<file path="config.mk">
export PLATFORM = sky130hd
export DESIGN_NAME = chrt_ctrl
export DESIGN_NICKNAME = d
export VERILOG_FILES = /design/src/sv/chrt_pkg.sv /design/src/sv/chrt_ctrl.sv
export VERILOG_INCLUDE_DIRS = /design/src /design/src/sv
export SDC_FILE = /design/constraint.sdc
export NUM_CORES = 1
export LEC_CHECK = 0
export BUFFER_PORTS_ARGS = -buffer_cell sky130_fd_sc_hd__buf_2
export CAP_MARGIN = 15
export CORE_MARGIN = 10
export CORE_UTILIZATION = 60
export DETAILED_ROUTE_END_ITERATION = 8
export PLACE_DENSITY_LB_ADDON = 0.15
export SLEW_MARGIN = 5
export SYNTH_ARGS = -nofsm -noshare
export SYNTH_HDL_FRONTEND = slang
export SYNTH_SLANG_ARGS = --single-unit
</file>
<file path="constraint.sdc">
create_clock -name clock -period 7.2 [get_ports clock]
set_input_delay 1.44 -clock clock [delete_from_list [all_inputs] [get_ports clock]]
set_output_delay 1.44 -clock clock [all_outputs]
set_load 0.005 [all_outputs]
</file>
<file path="src/sv/closest_hit_ray_triangle_defines.svh">
// Assertion macros for the closest-hit ray/triangle engine.
// Define ASSERT_OFF to compile the checks away; no other dependencies.
`ifndef CLOSEST_HIT_RAY_TRIANGLE_DEFINES_SVH
`define CLOSEST_HIT_RAY_TRIANGLE_DEFINES_SVH
`ifndef ASSERT_OFF
// same-cycle implication
`define CHRT_ASSERT_IMP(lbl, clk, rst, ante, cons) \
   lbl: assert property (@(posedge clk) disable iff (rst) (ante) |-> (cons)) \
      else $error("chrt assertion failed");
// next-cycle implication
`define CHRT_ASSERT_NXT(lbl, clk, rst, ante, cons) \
   lbl: assert property (@(posedge clk) disable iff (rst) (ante) |=> (cons)) \
      else $error("chrt assertion failed");
`else
`define CHRT_ASSERT_IMP(lbl, clk, rst, ante, cons)
`define CHRT_ASSERT_NXT(lbl, clk, rst, ante, cons)
`endif
`endif

</file>
<file path="src/sv/chrt_pkg.sv">
// Package for the closest-hit ray/triangle engine: widths, codes, command
// and status structs, and the multiply-accumulate microprogram. No dependencies.
package chrt_pkg;

   localparam int COORD_W    = 24;
   localparam int FRAC_W     = 16;
   localparam int DIST_W     = 26;
   localparam int MESH_W     = 8;
   localparam int TRI_W      = 20;
   localparam int DET_W      = 32;
   localparam int CSR_IDX_W  = 3;
   localparam int CSR_DATA_W = 32;

   localparam int DIFF_W   = COORD_W + 1;     // edge and offset vectors
   localparam int WIDE_B_W = 2 * DIFF_W + 1;  // cross products
   localparam int LO_W     = 26;              // low half of a wide operand
   localparam int MUL_B_W  = LO_W + 1;
   localparam int PROD_W   = DIFF_W + MUL_B_W;
   localparam int ACC_W    = 80;
   localparam int REM_W    = ACC_W + DIST_W;
   localparam int PC_W     = 6;
   localparam int CNT_W    = 5;

   localparam logic [DET_W-1:0] MIN_DET_RESET = 32'd281474977;

   localparam logic [PC_W-1:0] PC_DOT_LAST  = PC_W'(35);
   localparam logic [PC_W-1:0] PC_HIT_FIRST = PC_W'(36);
   localparam logic [PC_W-1:0] PC_HIT_LAST  = PC_W'(38);

   typedef enum logic [CSR_IDX_W-1:0] {
      REG_ORIGIN_X, REG_ORIGIN_Y, REG_ORIGIN_Z,
      REG_DIR_X, REG_DIR_Y, REG_DIR_Z, REG_MIN_DET
   } csr_reg_type;

   typedef enum logic [3:0] {
      A_D0, A_D1, A_D2, A_E1_0, A_E1_1, A_E1_2,
      A_E2_0, A_E2_1, A_E2_2, A_S0, A_S1, A_S2
   } asel_type;

   typedef enum logic [3:0] {
      B_E1_0, B_E1_1, B_E1_2, B_E2_0, B_E2_1, B_E2_2,
      B_P0, B_P1, B_P2, B_Q0, B_Q1, B_Q2, B_T
   } bsel_type;

   typedef enum logic [1:0] {PART_NARROW, PART_LO, PART_HI} part_type;

   typedef enum logic [1:0] {ACC_ADD, ACC_CLEAR, ACC_ORIGIN} accmode_type;

   typedef enum logic [3:0] {
      DST_NONE, DST_P0, DST_P1, DST_P2, DST_Q0, DST_Q1, DST_Q2,
      DST_DET, DST_UN, DST_VN, DST_TN, DST_HX, DST_HY, DST_HZ
   } dst_type;

   typedef struct packed {
      asel_type    asel;
      bsel_type    bsel;
      part_type    part;
      logic        neg;
      accmode_type mode;
      dst_type     dst;
   } uop_type;

   typedef enum logic [3:0] {
      ST_IDLE, ST_MAC, ST_MAC_DRAIN, ST_ADJUST, ST_CHECK, ST_DIV_INIT,
      ST_DIV, ST_UPDATE, ST_HIT, ST_HIT_DRAIN, ST_LOAD
   } ctrl_state_type;

   typedef struct packed {
      logic    capture;
      logic    uop_valid;
      uop_type uop;
      logic    adjust;
      logic    check;
      logic    div_init;
      logic    div_step;
      logic    update;
      logic    load_out;
   } cmd_type;

   typedef struct packed {
      logic last;
   } stat_type;

   typedef struct packed {
      logic signed [COORD_W-1:0] vertex_a_x;
      logic signed [COORD_W-1:0] vertex_a_y;
      logic signed [COORD_W-1:0] vertex_a_z;
      logic signed [COORD_W-1:0] vertex_b_x;
      logic signed [COORD_W-1:0] vertex_b_y;
      logic signed [COORD_W-1:0] vertex_b_z;
      logic signed [COORD_W-1:0] vertex_c_x;
      logic signed [COORD_W-1:0] vertex_c_y;
      logic signed [COORD_W-1:0] vertex_c_z;
      logic [MESH_W-1:0]         mesh_number;
      logic [TRI_W-1:0]          triangle_number;
      logic                      last_triangle;
   } tri_type;

   typedef struct packed {
      logic                      hit;
      logic signed [COORD_W-1:0] hit_x;
      logic signed [COORD_W-1:0] hit_y;
      logic signed [COORD_W-1:0] hit_z;
      logic [DIST_W-1:0]         hit_distance;
      logic [MESH_W-1:0]         hit_mesh;
      logic [TRI_W-1:0]          hit_triangle;
   } res_type;

   function automatic uop_type mk_uop(asel_type a, bsel_type b, part_type pt,
                                      logic ng, accmode_type m, dst_type d);
      uop_type u;
      u.asel = a;
      u.bsel = b;
      u.part = pt;
      u.neg  = ng;
      u.mode = m;
      u.dst  = d;
      return u;
   endfunction

   // Cross products first (p = dir x e2, q = s x e1), then the four dot
   // products in low/high halves, then the three hit-point coordinates.
   function automatic uop_type uop_rom(logic [PC_W-1:0] pc);
      uop_type u;
      u = mk_uop(A_D0, B_E1_0, PART_NARROW, 1'b0, ACC_CLEAR, DST_NONE);
      unique case (pc)
         PC_W'(0):  u = mk_uop(A_D1, B_E2_2, PART_NARROW, 1'b0, ACC_CLEAR, DST_NONE);
         PC_W'(1):  u = mk_uop(A_D2, B_E2_1, PART_NARROW, 1'b1, ACC_ADD, DST_P0);
         PC_W'(2):  u = mk_uop(A_D2, B_E2_0, PART_NARROW, 1'b0, ACC_CLEAR, DST_NONE);
         PC_W'(3):  u = mk_uop(A_D0, B_E2_2, PART_NARROW, 1'b1, ACC_ADD, DST_P1);
         PC_W'(4):  u = mk_uop(A_D0, B_E2_1, PART_NARROW, 1'b0, ACC_CLEAR, DST_NONE);
         PC_W'(5):  u = mk_uop(A_D1, B_E2_0, PART_NARROW, 1'b1, ACC_ADD, DST_P2);
         PC_W'(6):  u = mk_uop(A_S1, B_E1_2, PART_NARROW, 1'b0, ACC_CLEAR, DST_NONE);
         PC_W'(7):  u = mk_uop(A_S2, B_E1_1, PART_NARROW, 1'b1, ACC_ADD, DST_Q0);
         PC_W'(8):  u = mk_uop(A_S2, B_E1_0, PART_NARROW, 1'b0, ACC_CLEAR, DST_NONE);
         PC_W'(9):  u = mk_uop(A_S0, B_E1_2, PART_NARROW, 1'b1, ACC_ADD, DST_Q1);
         PC_W'(10): u = mk_uop(A_S0, B_E1_1, PART_NARROW, 1'b0, ACC_CLEAR, DST_NONE);
         PC_W'(11): u = mk_uop(A_S1, B_E1_0, PART_NARROW, 1'b1, ACC_ADD, DST_Q2);
         PC_W'(12): u = mk_uop(A_E1_0, B_P0, PART_LO, 1'b0, ACC_CLEAR, DST_NONE);
         PC_W'(13): u = mk_uop(A_E1_0, B_P0, PART_HI, 1'b0, ACC_ADD, DST_NONE);
         PC_W'(14): u = mk_uop(A_E1_1, B_P1, PART_LO, 1'b0, ACC_ADD, DST_NONE);
         PC_W'(15): u = mk_uop(A_E1_1, B_P1, PART_HI, 1'b0, ACC_ADD, DST_NONE);
         PC_W'(16): u = mk_uop(A_E1_2, B_P2, PART_LO, 1'b0, ACC_ADD, DST_NONE);
         PC_W'(17): u = mk_uop(A_E1_2, B_P2, PART_HI, 1'b0, ACC_ADD, DST_DET);
         PC_W'(18): u = mk_uop(A_S0, B_P0, PART_LO, 1'b0, ACC_CLEAR, DST_NONE);
         PC_W'(19): u = mk_uop(A_S0, B_P0, PART_HI, 1'b0, ACC_ADD, DST_NONE);
         PC_W'(20): u = mk_uop(A_S1, B_P1, PART_LO, 1'b0, ACC_ADD, DST_NONE);
         PC_W'(21): u = mk_uop(A_S1, B_P1, PART_HI, 1'b0, ACC_ADD, DST_NONE);
         PC_W'(22): u = mk_uop(A_S2, B_P2, PART_LO, 1'b0, ACC_ADD, DST_NONE);
         PC_W'(23): u = mk_uop(A_S2, B_P2, PART_HI, 1'b0, ACC_ADD, DST_UN);
         PC_W'(24): u = mk_uop(A_D0, B_Q0, PART_LO, 1'b0, ACC_CLEAR, DST_NONE);
         PC_W'(25): u = mk_uop(A_D0, B_Q0, PART_HI, 1'b0, ACC_ADD, DST_NONE);
         PC_W'(26): u = mk_uop(A_D1, B_Q1, PART_LO, 1'b0, ACC_ADD, DST_NONE);
         PC_W'(27): u = mk_uop(A_D1, B_Q1, PART_HI, 1'b0, ACC_ADD, DST_NONE);
         PC_W'(28): u = mk_uop(A_D2, B_Q2, PART_LO, 1'b0, ACC_ADD, DST_NONE);
         PC_W'(29): u = mk_uop(A_D2, B_Q2, PART_HI, 1'b0, ACC_ADD, DST_VN);
         PC_W'(30): u = mk_uop(A_E2_0, B_Q0, PART_LO, 1'b0, ACC_CLEAR, DST_NONE);
         PC_W'(31): u = mk_uop(A_E2_0, B_Q0, PART_HI, 1'b0, ACC_ADD, DST_NONE);
         PC_W'(32): u = mk_uop(A_E2_1, B_Q1, PART_LO, 1'b0, ACC_ADD, DST_NONE);
         PC_W'(33): u = mk_uop(A_E2_1, B_Q1, PART_HI, 1'b0, ACC_ADD, DST_NONE);
         PC_W'(34): u = mk_uop(A_E2_2, B_Q2, PART_LO, 1'b0, ACC_ADD, DST_NONE);
         PC_W'(35): u = mk_uop(A_E2_2, B_Q2, PART_HI, 1'b0, ACC_ADD, DST_TN);
         PC_W'(36): u = mk_uop(A_D0, B_T, PART_NARROW, 1'b0, ACC_ORIGIN, DST_HX);
         PC_W'(37): u = mk_uop(A_D1, B_T, PART_NARROW, 1'b0, ACC_ORIGIN, DST_HY);
         PC_W'(38): u = mk_uop(A_D2, B_T, PART_NARROW, 1'b0, ACC_ORIGIN, DST_HZ);
         default:   u = mk_uop(A_D0, B_E1_0, PART_NARROW, 1'b0, ACC_CLEAR, DST_NONE);
      endcase
      return u;
   endfunction

endpackage

</file>
<file path="src/sv/chrt_ctrl.sv">
// Controller: sequences the microprogram, checks, divider and result load,
// and owns the request and result handshakes. Uses chrt_pkg and the macro header.
`include "closest_hit_ray_triangle_defines.svh"

module chrt_ctrl (
   input  logic               clock,
   input  logic               reset,
   input  logic               req_valid,
   output logic               req_ready,
   output logic               rsp_valid,
   input  logic               rsp_ready,
   output chrt_pkg::cmd_type  cmd,
   input  chrt_pkg::stat_type stat
);

   chrt_pkg::ctrl_state_type     state_ff, state_in;
   logic [chrt_pkg::PC_W-1:0]    pc_ff, pc_in;
   logic [chrt_pkg::CNT_W-1:0]   cnt_ff, cnt_in;
   logic                         rsp_valid_ff, rsp_valid_in;

   always_ff @(posedge clock) begin
      if (reset) begin
         state_ff     <= chrt_pkg::ST_IDLE;
         pc_ff        <= '0;
         cnt_ff       <= '0;
         rsp_valid_ff <= 1'b0;
      end else begin
         state_ff     <= state_in;
         pc_ff        <= pc_in;
         cnt_ff       <= cnt_in;
         rsp_valid_ff <= rsp_valid_in;
      end
   end

   always_comb begin
      state_in     = state_ff;
      pc_in        = pc_ff;
      cnt_in       = cnt_ff;
      rsp_valid_in = rsp_valid_ff && !rsp_ready;
      req_ready    = 1'b0;
      cmd          = '0;
      cmd.uop      = chrt_pkg::uop_rom(pc_ff);
      unique case (state_ff)
         chrt_pkg::ST_IDLE: begin
            req_ready = 1'b1;
            if (req_valid) begin
               cmd.capture = 1'b1;
               pc_in       = '0;
               state_in    = chrt_pkg::ST_MAC;
            end
         end
         chrt_pkg::ST_MAC: begin
            cmd.uop_valid = 1'b1;
            if (pc_ff == chrt_pkg::PC_DOT_LAST) begin
               state_in = chrt_pkg::ST_MAC_DRAIN;
            end else begin
               pc_in = pc_ff + 1'b1;
            end
         end
         chrt_pkg::ST_MAC_DRAIN: state_in = chrt_pkg::ST_ADJUST;
         chrt_pkg::ST_ADJUST: begin
            cmd.adjust = 1'b1;
            state_in   = chrt_pkg::ST_CHECK;
         end
         chrt_pkg::ST_CHECK: begin
            cmd.check = 1'b1;
            state_in  = chrt_pkg::ST_DIV_INIT;
         end
         chrt_pkg::ST_DIV_INIT: begin
            cmd.div_init = 1'b1;
            cnt_in       = chrt_pkg::CNT_W'(chrt_pkg::DIST_W - 1);
            state_in     = chrt_pkg::ST_DIV;
         end
         chrt_pkg::ST_DIV: begin
            cmd.div_step = 1'b1;
            if (cnt_ff == '0) begin
               state_in = chrt_pkg::ST_UPDATE;
            end else begin
               cnt_in = cnt_ff - 1'b1;
            end
         end
         chrt_pkg::ST_UPDATE: begin
            cmd.update = 1'b1;
            if (stat.last) begin
               pc_in    = chrt_pkg::PC_HIT_FIRST;
               state_in = chrt_pkg::ST_HIT;
            end else begin
               state_in = chrt_pkg::ST_IDLE;
            end
         end
         chrt_pkg::ST_HIT: begin
            cmd.uop_valid = 1'b1;
            if (pc_ff == chrt_pkg::PC_HIT_LAST) begin
               state_in = chrt_pkg::ST_HIT_DRAIN;
            end else begin
               pc_in = pc_ff + 1'b1;
            end
         end
         chrt_pkg::ST_HIT_DRAIN: state_in = chrt_pkg::ST_LOAD;
         chrt_pkg::ST_LOAD: begin
            // hold until the output register is free
            if (!rsp_valid_ff || rsp_ready) begin
               cmd.load_out = 1'b1;
               rsp_valid_in = 1'b1;
               state_in     = chrt_pkg::ST_IDLE;
            end
         end
         default: state_in = chrt_pkg::ST_IDLE;
      endcase
   end

   assign rsp_valid = rsp_valid_ff;

   `CHRT_ASSERT_IMP(a_load_free, clock, reset, cmd.load_out, !rsp_valid_ff || rsp_ready)
   `CHRT_ASSERT_NXT(a_accept_starts, clock, reset, state_ff == chrt_pkg::ST_IDLE && req_valid, state_ff == chrt_pkg::ST_MAC && pc_ff == '0)
   `CHRT_ASSERT_NXT(a_div_ends, clock, reset, state_ff == chrt_pkg::ST_DIV && cnt_ff == '0, state_ff == chrt_pkg::ST_UPDATE)
   `CHRT_ASSERT_IMP(a_uop_window, clock, reset, cmd.uop_valid, state_ff == chrt_pkg::ST_MAC || state_ff == chrt_pkg::ST_HIT)

endmodule

</file>
**Word-level counts from Yosys, hierarchy flattened**

Memories as Yosys holds them, arrays and structs flattened. A register that Yosys moved wholly into a read port is not among the register bits.
Cells that the tools add are included.

- Register bits after elaboration: 16
- Bits in read-only memories: 1088
- Input port bits: 5
- Output and inout bits: 27
- Logic and storage cells: 69
- Memories: 1

Memory list:

| name | depth | bits a word | rd ports | clocked after memory_dff | wr ports | RTL line | source |
|---|---|---|---|---|---|---|---|
| (name not given) | 64 | 17 | 1 | 1 | 0 | chrt_pkg.sv:126 | `unique case (pc)` |

- $add $sub $neg: 2
- Equal/unequal tests: 21
- Multiplexer cells: 29
- Reductions and logical operators: 12

Operators by type and width:

| operator | number |
|---|---|
| $pmux W4 S11 | 1 |
| $mux W6 | 6 |
| $mux W4 | 6 |
| $pmux W6 S4 | 1 |
| $ne A2 B2 Y1 const B | 9 |
| $eq A4 B3 Y1 const B | 4 |
| $mux W1 | 13 |
| $eq A4 B4 Y1 const B | 3 |
| $eq A6 B6 Y1 const B | 2 |
| $pmux W5 S2 | 1 |
| $reduce_and A5 Y1 | 2 |
| $eq A4 B2 Y1 const B | 2 |
| $add A6 B1 Y6 const B | 1 |
| $logic_not A5 Y1 | 1 |
| $mux W5 | 1 |
| $sub A5 B1 Y5 const B | 1 |
| $eq A4 B1 Y1 const B | 1 |
| $logic_not A4 Y1 | 1 |
| $reduce_bool A4 Y1 | 1 |
| $logic_not A1 Y1 | 2 |
| $reduce_and A2 Y1 | 1 |
| $reduce_bool A2 Y1 | 1 |
| $reduce_or A2 Y1 | 1 |
| $logic_and A1 B1 Y1 | 1 |
| $logic_or A1 B1 Y1 | 1 |

**Logic depth before layout (Yosys ltp)**

Gate-level depths: netlist of the first run.

- Depth in word-level cells: 5
- Mapped depth: 14
- Gate-level depth less buffers: 12

**Least setup slack after synthesis of the first run**

No wires, ideal clock.

- Path kind: input to register
- Start point: input stat
- End point: register, netlist name cmd[16]
- Library setup time: 141 ps
- Arrival time: 3703 ps
- Required time: 7059 ps
- Path slack: 3356 ps
- Stages: 10
- Path buffers: 0
- Cells stage by stage: nand4b_1 > a21oi_1 > a31o_4 > or4_1 > a21oi_4 > inv_1 > ha_1 > or3_1 > o211ai_1 > o221ai_1

- Cells in the longest elaborated chain, start to end: 4

Ends and longest elaborated chain:

| what | RTL line | source |
|---|---|---|
| start, declared | chrt_ctrl.sv:13 | `input chrt_pkg::stat_type stat` |
| $ne A2 B2 Y1 (no source line) | n/a |  |
| $reduce_and A5 Y1 (no source line) | n/a |  |
| $mux W6 (no source line) (2 in a row) | n/a |  |

No other way between the ends.
A chain may end at the register's enable or synchronous reset.

**Final worst setup path of the first run**

- Start point: input req_valid
- End point: register, netlist name cmd[19]

- Cells in the longest elaborated chain, start to end: 4

Ends and longest elaborated chain:

| what | RTL line | source |
|---|---|---|
| start, declared | chrt_ctrl.sv:8 | `input logic req_valid,` |
| $ne A2 B2 Y1 (no source line) | n/a |  |
| $reduce_and A5 Y1 (no source line) | n/a |  |
| $mux W6 (no source line) (2 in a row) | n/a |  |

No other way between the ends.

==> impl_results.md, run 1 <==
- Sw frac: 0.359
- Total power density per cell area: 275 mW/mm^2
- Area of the die: 0.00647 mm^2
- Post-synth cell types: 65
- WS Path Type: in2reg
- Skew final: 0.00880 ns
- Largest net degree at the start of global routing: 23
- Max Freq: 223 MHz
- Max Cap Violations: 0
- WHS Path Cells: 2
- Leak: 0.00102 uW
- Die Ht: 80.4 um
- Sw power: 241 uW
- Clk buf depth: 2
- Pins Over Slew Limit: 0
- Synth Net Count: 293
- Hold Startpoint: cnt_ff[1]$_SDFFE_PP0P_
- FF-to-FF Start: state_ff[3]$_SDFFE_PP0P_
- Min-Delay Endpoint: cnt_ff[1]$_SDFFE_PP0P_
- DR vias: 2186
- First-pass DRT Iterations: 6
- Antenna Nets Post-Route: 0
- Crit end category: flip-flop
- Status: finished, final reports clean
- Yosys top cell area share: 0.301
- IO Pins: 32
- Share of the core filled with cells: 0.707
- Yosys warns: 0
- Async S/R FF share, synth: 0
- Critical path arrival: 4.64 ns
- Comb pwr share: 0.379
- Placer Congestion: 0.946
- Vias in the first global route: 1939
- GRT Util Overall: 0.165
- Reg2Reg Setup Slack: 3.17 ns
- Post-Place Worst Slack: 2.51 ns
- Buffer and inverter count on the worst path: 2
- Syn Std Cell Area: 0.00219 mm^2
- R2R depth: 10
- CTS sink cnt: 33
- Fin crit share: 0.622
- Worst-margin pin slew: 1.02 ns
- Crit-path slowest cell: or2_1
- Cells after Synth: 274
- Flop pwr share: 0.351
- EDFF count, synth: 0
- Internal cell power: 429 uW
- Worst relative slew slack: 0.320
- Critical-path cell list: buf_2 -> or4_1 -> a21oi_1 -> a31o_4 -> o311a_1 -> or2_1 -> inv_1 -> ha_1 -> and3_1 -> a2111oi_0 -> a31oi_1
- R2R Path End: cmd[19]$_DFF_P_
- Cts repair resizes: 0
- Initial Utilization: 0.637
- Crit-path max FO: 22
- Layout area overhead: 11.1%
- Post-DP HPWL: 3880 um
- Hold Path Class: reg2reg
- Die span in x: 80.4 um
- Post-layout minimum cycle time: 4.48 ns
- CP delay by family, top: simple AND/OR/NAND/NOR gates
- CTS Buf Count: 5
- Register area share after synthesis: 0.301
- Drt drc: 0
- Routed wire per std cell: 15.9 um
- Final hold vios: 0
- RSZ-0062 raised after global routing: false
- CTS tree: yes
- Post-CTS Hold Buffers: 0
- Clk_lat worst skew: 0.29 ns
- Number of buffers added on ports: 31
- Setup_tns: 0 ns
- Setup violations, final: 0
- H-tree levels: 2
- Worst vdd ir: 244 uV
- CTS root buffer: clkbuf_8
- Worst Slack Setup Final: 2.72 ns
- FF+latch count, synth: 33
- Dominant synthesized flop cell: dfxtp_1
- Share of cells above drive strength 1: 0.165
- Via density: 6.37
- Syn Area/Cell: 8.00 um^2
- Filler cells: 288
- Initial antenna violation count: 0
- CP required: 7.36 ns
- Antenna diodes: 0
- Setup Fix Bufs, Post-CTS: 0
- Final wirelength: 5470 um
- Finished Cell Area: 0.00243 mm^2
- Drt first-iter violations: 309
- Yosys top cell by area: dfxtp_1
- Crit-path max cell delay: 0.63 ns
- Area of placed instances: 0.00232 mm^2
- Clk pwr share: 0.270
- First-pass GRT wire length: 8830 um
- Synth area leaders: dfxtp_1 (30%), ha_1 (8.0%), a21oi_1 (4.1%)
- Clock transition at the registers of the reported paths: 0.07 ns
- CORE AREA: 0.00344 mm^2
- Std-Cell Rows: 21
- Worst setup SP type: primary input
- Nets: 315
- GR Overflow Total: 0
-- area by class of cell --
cell class | instances | area (um^2) | share of cell area
clock inverter | 1 | 30.0 | 0.0123
timing repair buffer | 31 | 155 | 0.0637
multi-input combinational | 204 | 1370 | 0.561
tap | 46 | 57.6 | 0.0236
clock buffer | 7 | 86.3 | 0.0355
sequential | 33 | 661 | 0.271
inverter | 21 | 78.8 | 0.0324
-- state kept, by name, summed over array words and instances (netlist names) --
signal / flops
cmd: 17
cnt_ff: 5
pc_ff: 6
rsp_valid: 1
state_ff: 4
-- cell families after synthesis --
logic type | synth area share
adder cells (fa/ha/maj) | 0.0799
multiplexers | 0.0194
buffers and inverters | 0.0753
XOR/XNOR | 0.0280
AND/OR/NAND/NOR | 0.247
AO/OA/AOI/OAI | 0.249
flip-flops | 0.301
-- cell usage in the layout, fill, tap and decap left out, types with 7 or more instances in the layout --
master and n:
and3_1 7, nand2_1 21, o21ai_0 11, a21oi_1 18, ha_1 14, nor3_1 9, dfxtp_1 33, nand3_1 17
buf_2 31, inv_1 17, nor2_1 15
-- worst max-delay path by stage --
stage              start  cells after the start              end
6_report       req_valid                     11  cmd[19]$_DFF_P_
5_1_grt        req_valid                     11  cmd[19]$_DFF_P_
4_1_cts        req_valid                     11  cmd[19]$_DFF_P_
3_5_place_dp   req_valid                     11  cmd[19]$_DFF_P_
3_3_place_gp   req_valid                     11  cmd[19]$_DFF_P_
2_1_floorplan       stat                     10  cmd[16]$_DFF_P_
-- worst register-to-register path: cells and delay by family, from the launching register on --
kind / cells / cell delay (ns)
flip-flops: 1 / 0.55
adder cells (fa/ha/maj): 1 / 0.35
buffers and inverters: 1 / 0.44
AO/OA/AOI/OAI: 4 / 1.19
AND/OR/NAND/NOR: 4 / 1.39
-- cells in the mapped netlist, types with 2 or more instances --
cell type / n
xnor2_1: 6
a2bb2oi_1: 2
a22oi_1: 3
nor2_1: 15
o22ai_1: 3
and3_1: 7
mux2i_1: 2
nor3_1: 9
clkbuf_1: 8
o31ai_1: 3
nand4_1: 2
dfxtp_1: 33
buf_2: 3
nand2b_1: 3
o211ai_1: 6
o32a_1: 2
inv_2: 3
nor4_1: 5
or3_1: 2
or4_1: 3
nand2_1: 21
nor2b_1: 5
inv_1: 17
a31oi_1: 5
buf_4: 4
a311o_1: 2
or2_2: 2
and2_1: 2
nand3b_1: 3
a211o_1: 2
a21oi_1: 18
o21ai_0: 11
ha_1: 14
nand3_1: 17
-- power groups by stage --
stage | logic, uW | registers (uW) | clock network, uW
2_1_floorplan | 195 | 225 | 0
3_3_place_gp | 250 | 237 | 0
3_5_place_dp | 250 | 238 | 0
4_1_cts | 253 | 234 | 182
5_1_grt | 284 | 239 | 190
6_report | 254 | 235 | 181
-- layer usage --
| metal | up-vias | GRT usage | wire length [um] |
|---|---|---|---|
| met4 | 0 | 0.0722 | 73 |
| met3 | 18 | 0.0412 | 576 |
| li1 | 1054 | - | - |
| met5 | - | 0 | 0 |
| met1 | 976 | 0.221 | 2430 |
| met2 | 138 | 0.243 | 2390 |
-- metrics by stage --
stage	std cells	hold WS, ns	power (uW)
3_5_place_dp	335	0.485	488
3_3_place_gp	335	0.475	487
4_1_cts	343	0.494	669
5_1_grt	343	0.514	714
6_report	343	0.488	669
2_1_floorplan	274	0.457	420
No activity file was read; power rests on OpenSTA's default activity.
==> run 2: changes to the inputs <==
--- a/config.mk
+++ b/config.mk
@@ -9,7 +9,7 @@
 export BUFFER_PORTS_ARGS = -buffer_cell sky130_fd_sc_hd__buf_2
 export CAP_MARGIN = 15
 export CORE_MARGIN = 10
-export CORE_UTILIZATION = 60
+export CORE_UTILIZATION = 51
 export DETAILED_ROUTE_END_ITERATION = 8
 export PLACE_DENSITY_LB_ADDON = 0.15
 export SLEW_MARGIN = 5
==> constraint.sdc (replaced) <==
create_clock -name clock -period 3.91 [get_ports clock]
set_input_delay 0.782 -clock clock [delete_from_list [all_inputs] [get_ports clock]]
set_output_delay 0.782 -clock clock [all_outputs]
set_load 0.005 [all_outputs]
==> impl_results.md, run 2 (synthesis gave the netlist of run 1 again) <==
- Fin crit share: 0.941
- Die Ht: 85.6 um (was 80.4 um)
- Comb pwr share: 0.412 (was 0.379)
- Final hold vios: 0 (unchanged)
- Area of the die: 0.00732 mm^2 (was 0.00647 mm^2)
- Sw power: 455 uW (was 241 uW)
- Number of buffers added on ports: 31 (unchanged)
- Hold Path Class: reg2reg (unchanged)
- Drt first-iter violations: 181 (was 309)
- CTS Buf Count: 5 (unchanged)
- CP required: 4.07 ns (was 7.36 ns)
- Reg2Reg Setup Slack: 0.23 ns (was 3.17 ns)
- Setup_tns: 0 ns (unchanged)
- Internal cell power: 712 uW (was 429 uW)
- Max FFs per register: 17 (unchanged)
- Leak: 0.00104 uW (was 0.00102 uW)
- Crit end category: flip-flop (unchanged)
- Routed wire per std cell: 16.9 um (was 15.9 um)
- First-pass GRT wire length: 10200 um (was 8830 um)
- Most frequent cells in the layout: dfxtp_1 (33), buf_2 (31), nand2_1 (21), a21oi_1 (18) (unchanged)
- Hold Startpoint: cnt_ff[1]$_SDFFE_PP0P_ (unchanged)
- Clk pwr share: 0.217 (was 0.270)
- Post-layout minimum cycle time: 3.68 ns
- CORE AREA: 0.00409 mm^2 (was 0.00344 mm^2)
- R2R Path End: cmd[19]$_DFF_P_ (unchanged)
- Most common cell after layout, fill and taps aside: dfxtp_1 (unchanged)
- DR vias: 2184 (was 2186)
- Die span in x: 85.6 um (was 80.4 um)
- CTS root buffer: clkbuf_8 (unchanged)
- Setup violations, final: 0 (unchanged)
- CTS sink cnt: 33 (unchanged)
- WS Path Type: reg2reg (was in2reg)
- Initial Utilization: 0.536 (was 0.637)
- Clk_lat worst skew: 0.29 ns (about the same)
- RSZ-0062 raised after global routing: false (unchanged)
- Antenna Nets Post-Route: 0 (unchanged)
- Largest net degree at the start of global routing: 22 (was 23)
- Nets: 322 (was 315)
- Critical path arrival: 3.84 ns (was 4.64 ns)
- Met2 usage: 0.255 (was 0.243)
- Post-CTS Hold Buffers: 0 (unchanged)
- Worst Setup SP: state_ff[0]$_SDFFE_PP0P_ (was req_valid)
- Post-DP HPWL: 4400 um (was 3880 um)
- H-tree levels: 2 (unchanged)
- CTS tree: yes (unchanged)
- GR Overflow Total: 0 (unchanged)
- R2R depth: 11 (was 10)
- Via density: 6.17 (was 6.37)
- Status: finished, final reports clean (unchanged)
- IO Pins: 32 (unchanged)
- Worst relative slew slack: 0.564 (was 0.320)
- Clock transition at the registers of the reported paths: 0.08 ns (was 0.07 ns)
- Placer Congestion: 0.953 (was 0.946)
- Critical Path Sink: cmd[19]$_DFF_P_ (unchanged)
- First-pass DRT Iterations: 5 (was 6)
- Final wirelength: 6000 um (was 5470 um)
- Filler cells: 401 (was 288)
- Layout area overhead: 12.3% (was 11.1%)
- Met1 GRT Util: 0.210 (was 0.221)
- Std-Cell Rows: 23 (was 21)
- Sw frac: 0.390 (was 0.359)
- Share of cells above drive strength 1: 0.188 (was 0.165)
- FF-to-FF Start: state_ff[0]$_SDFFE_PP0P_ (was state_ff[3]$_SDFFE_PP0P_)
- Share of the core filled with cells: 0.603 (was 0.707)
- Total power density per cell area: 474 mW/mm^2 (was 275 mW/mm^2)
- Flop pwr share: 0.371 (was 0.351)
- Worst setup SP type: flip-flop (was primary input)
- Worst vdd ir: 205 uV (was 244 uV)
- Drt drc: 0 (unchanged)
- Cts repair resizes: 0 (unchanged)
- Clk buf depth: 2 (unchanged)
- Pins Over Slew Limit: 0 (unchanged)
- Met3 usage: 0.0464 (was 0.0412)
- GRT Util Overall: 0.164 (was 0.165)
- Worst-margin pin slew: 0.645 ns (was 1.02 ns)
- Crit-path max FO: 14 (was 22)
- Initial antenna violation count: 0 (unchanged)
- Max Freq: 272 MHz
- Skew final: 0.0103 ns (was 0.00880 ns)
- Antenna diodes: 0 (unchanged)
- Setup Fix Bufs, Post-CTS: 0 (unchanged)
- Vias in the first global route: 2049 (was 1939)
- Max Cap Violations: 0 (unchanged)
- Most used routing layer: met2 (unchanged)
-- run 2: cell count changes in the layout (fill, tap and decap cells not counted) --
cell,delta
buf_4,+7
clkbuf_8,-1
clkbuf_1,-1
clkinv_2,+2
clkinvlp_4,+1
bufinv_16,-1
-- run 2: how the worst min path moves through the flow --
stage	to	slack [ns]	depth (start not counted)
detailed placement	cnt_ff[1]$_SDFFE_PP0P_	0.48	2
floorplan	cnt_ff[1]$_SDFFE_PP0P_	0.46	2
global placement	cnt_ff[1]$_SDFFE_PP0P_	0.47	2
global route	cnt_ff[1]$_SDFFE_PP0P_	0.52	2
CTS	cnt_ff[1]$_SDFFE_PP0P_	0.49	2
finish	cnt_ff[1]$_SDFFE_PP0P_	0.48	2
-- run 2: power by group through the flow --
| stage | Sequential (uW) | Combinational, uW | Clock [uW] |
|---|---|---|---|
| after CTS | 432 | 478 | 261 |
| after detailed placement | 440 | 476 | 0 |
| after global routing | 440 | 534 | 275 |
| final | 433 | 480 | 253 |
| after floorplan | 414 | 360 | 0 |
| after global placement | 438 | 475 | 0 |
-- run 2: worst max-delay path, cell delays in order, from the launching register on --
cell and delay, ns:
dfxtp_1 0.59, nor2b_1 0.29, nand3_1 0.25, a31o_4 0.33, or4_1 0.48, a21oi_4 0.35
inv_1 0.22, ha_1 0.26, nand3_1 0.07, o21ai_0 0.09, a2111oi_0 0.48, a31oi_1 0.14
-- run 2: layer usage --
layer,vias to the layer above,part of all wire
li1,1061,-
met1,1007,0.44
met2,105,0.46
met3,11,0.089
met4,0,0.016
met5,-,0
-- run 2: final cells by class --
type                    count  area [um^2]  share of cell area
clock buffers               5         68.8              0.0279
flip-flops and latches     33          661               0.268
inverters                  21         78.8              0.0320
repair buffers             38          208              0.0843
multi-input cells         204         1370               0.555
well taps                  50         62.6              0.0254
clock inverters             3         17.5             0.00711
-- run 2: metrics by stage --
step / cells / instance area, um^2 / total power (uW) / worst slack [ns] / hold WS [ns]
finish: 354 / 2460 / 1170 / 0.233 / 0.481
global route: 354 / 2460 / 1250 / 0.0157 / 0.523
CTS: 354 / 2460 / 1170 / 0.294 / 0.489
detailed placement: 346 / 2380 / 916 / 0.310 / 0.479
global placement: 346 / 2380 / 912 / 0.359 / 0.473
floorplan: 274 / 2190 / 774 / 0.724 / 0.457
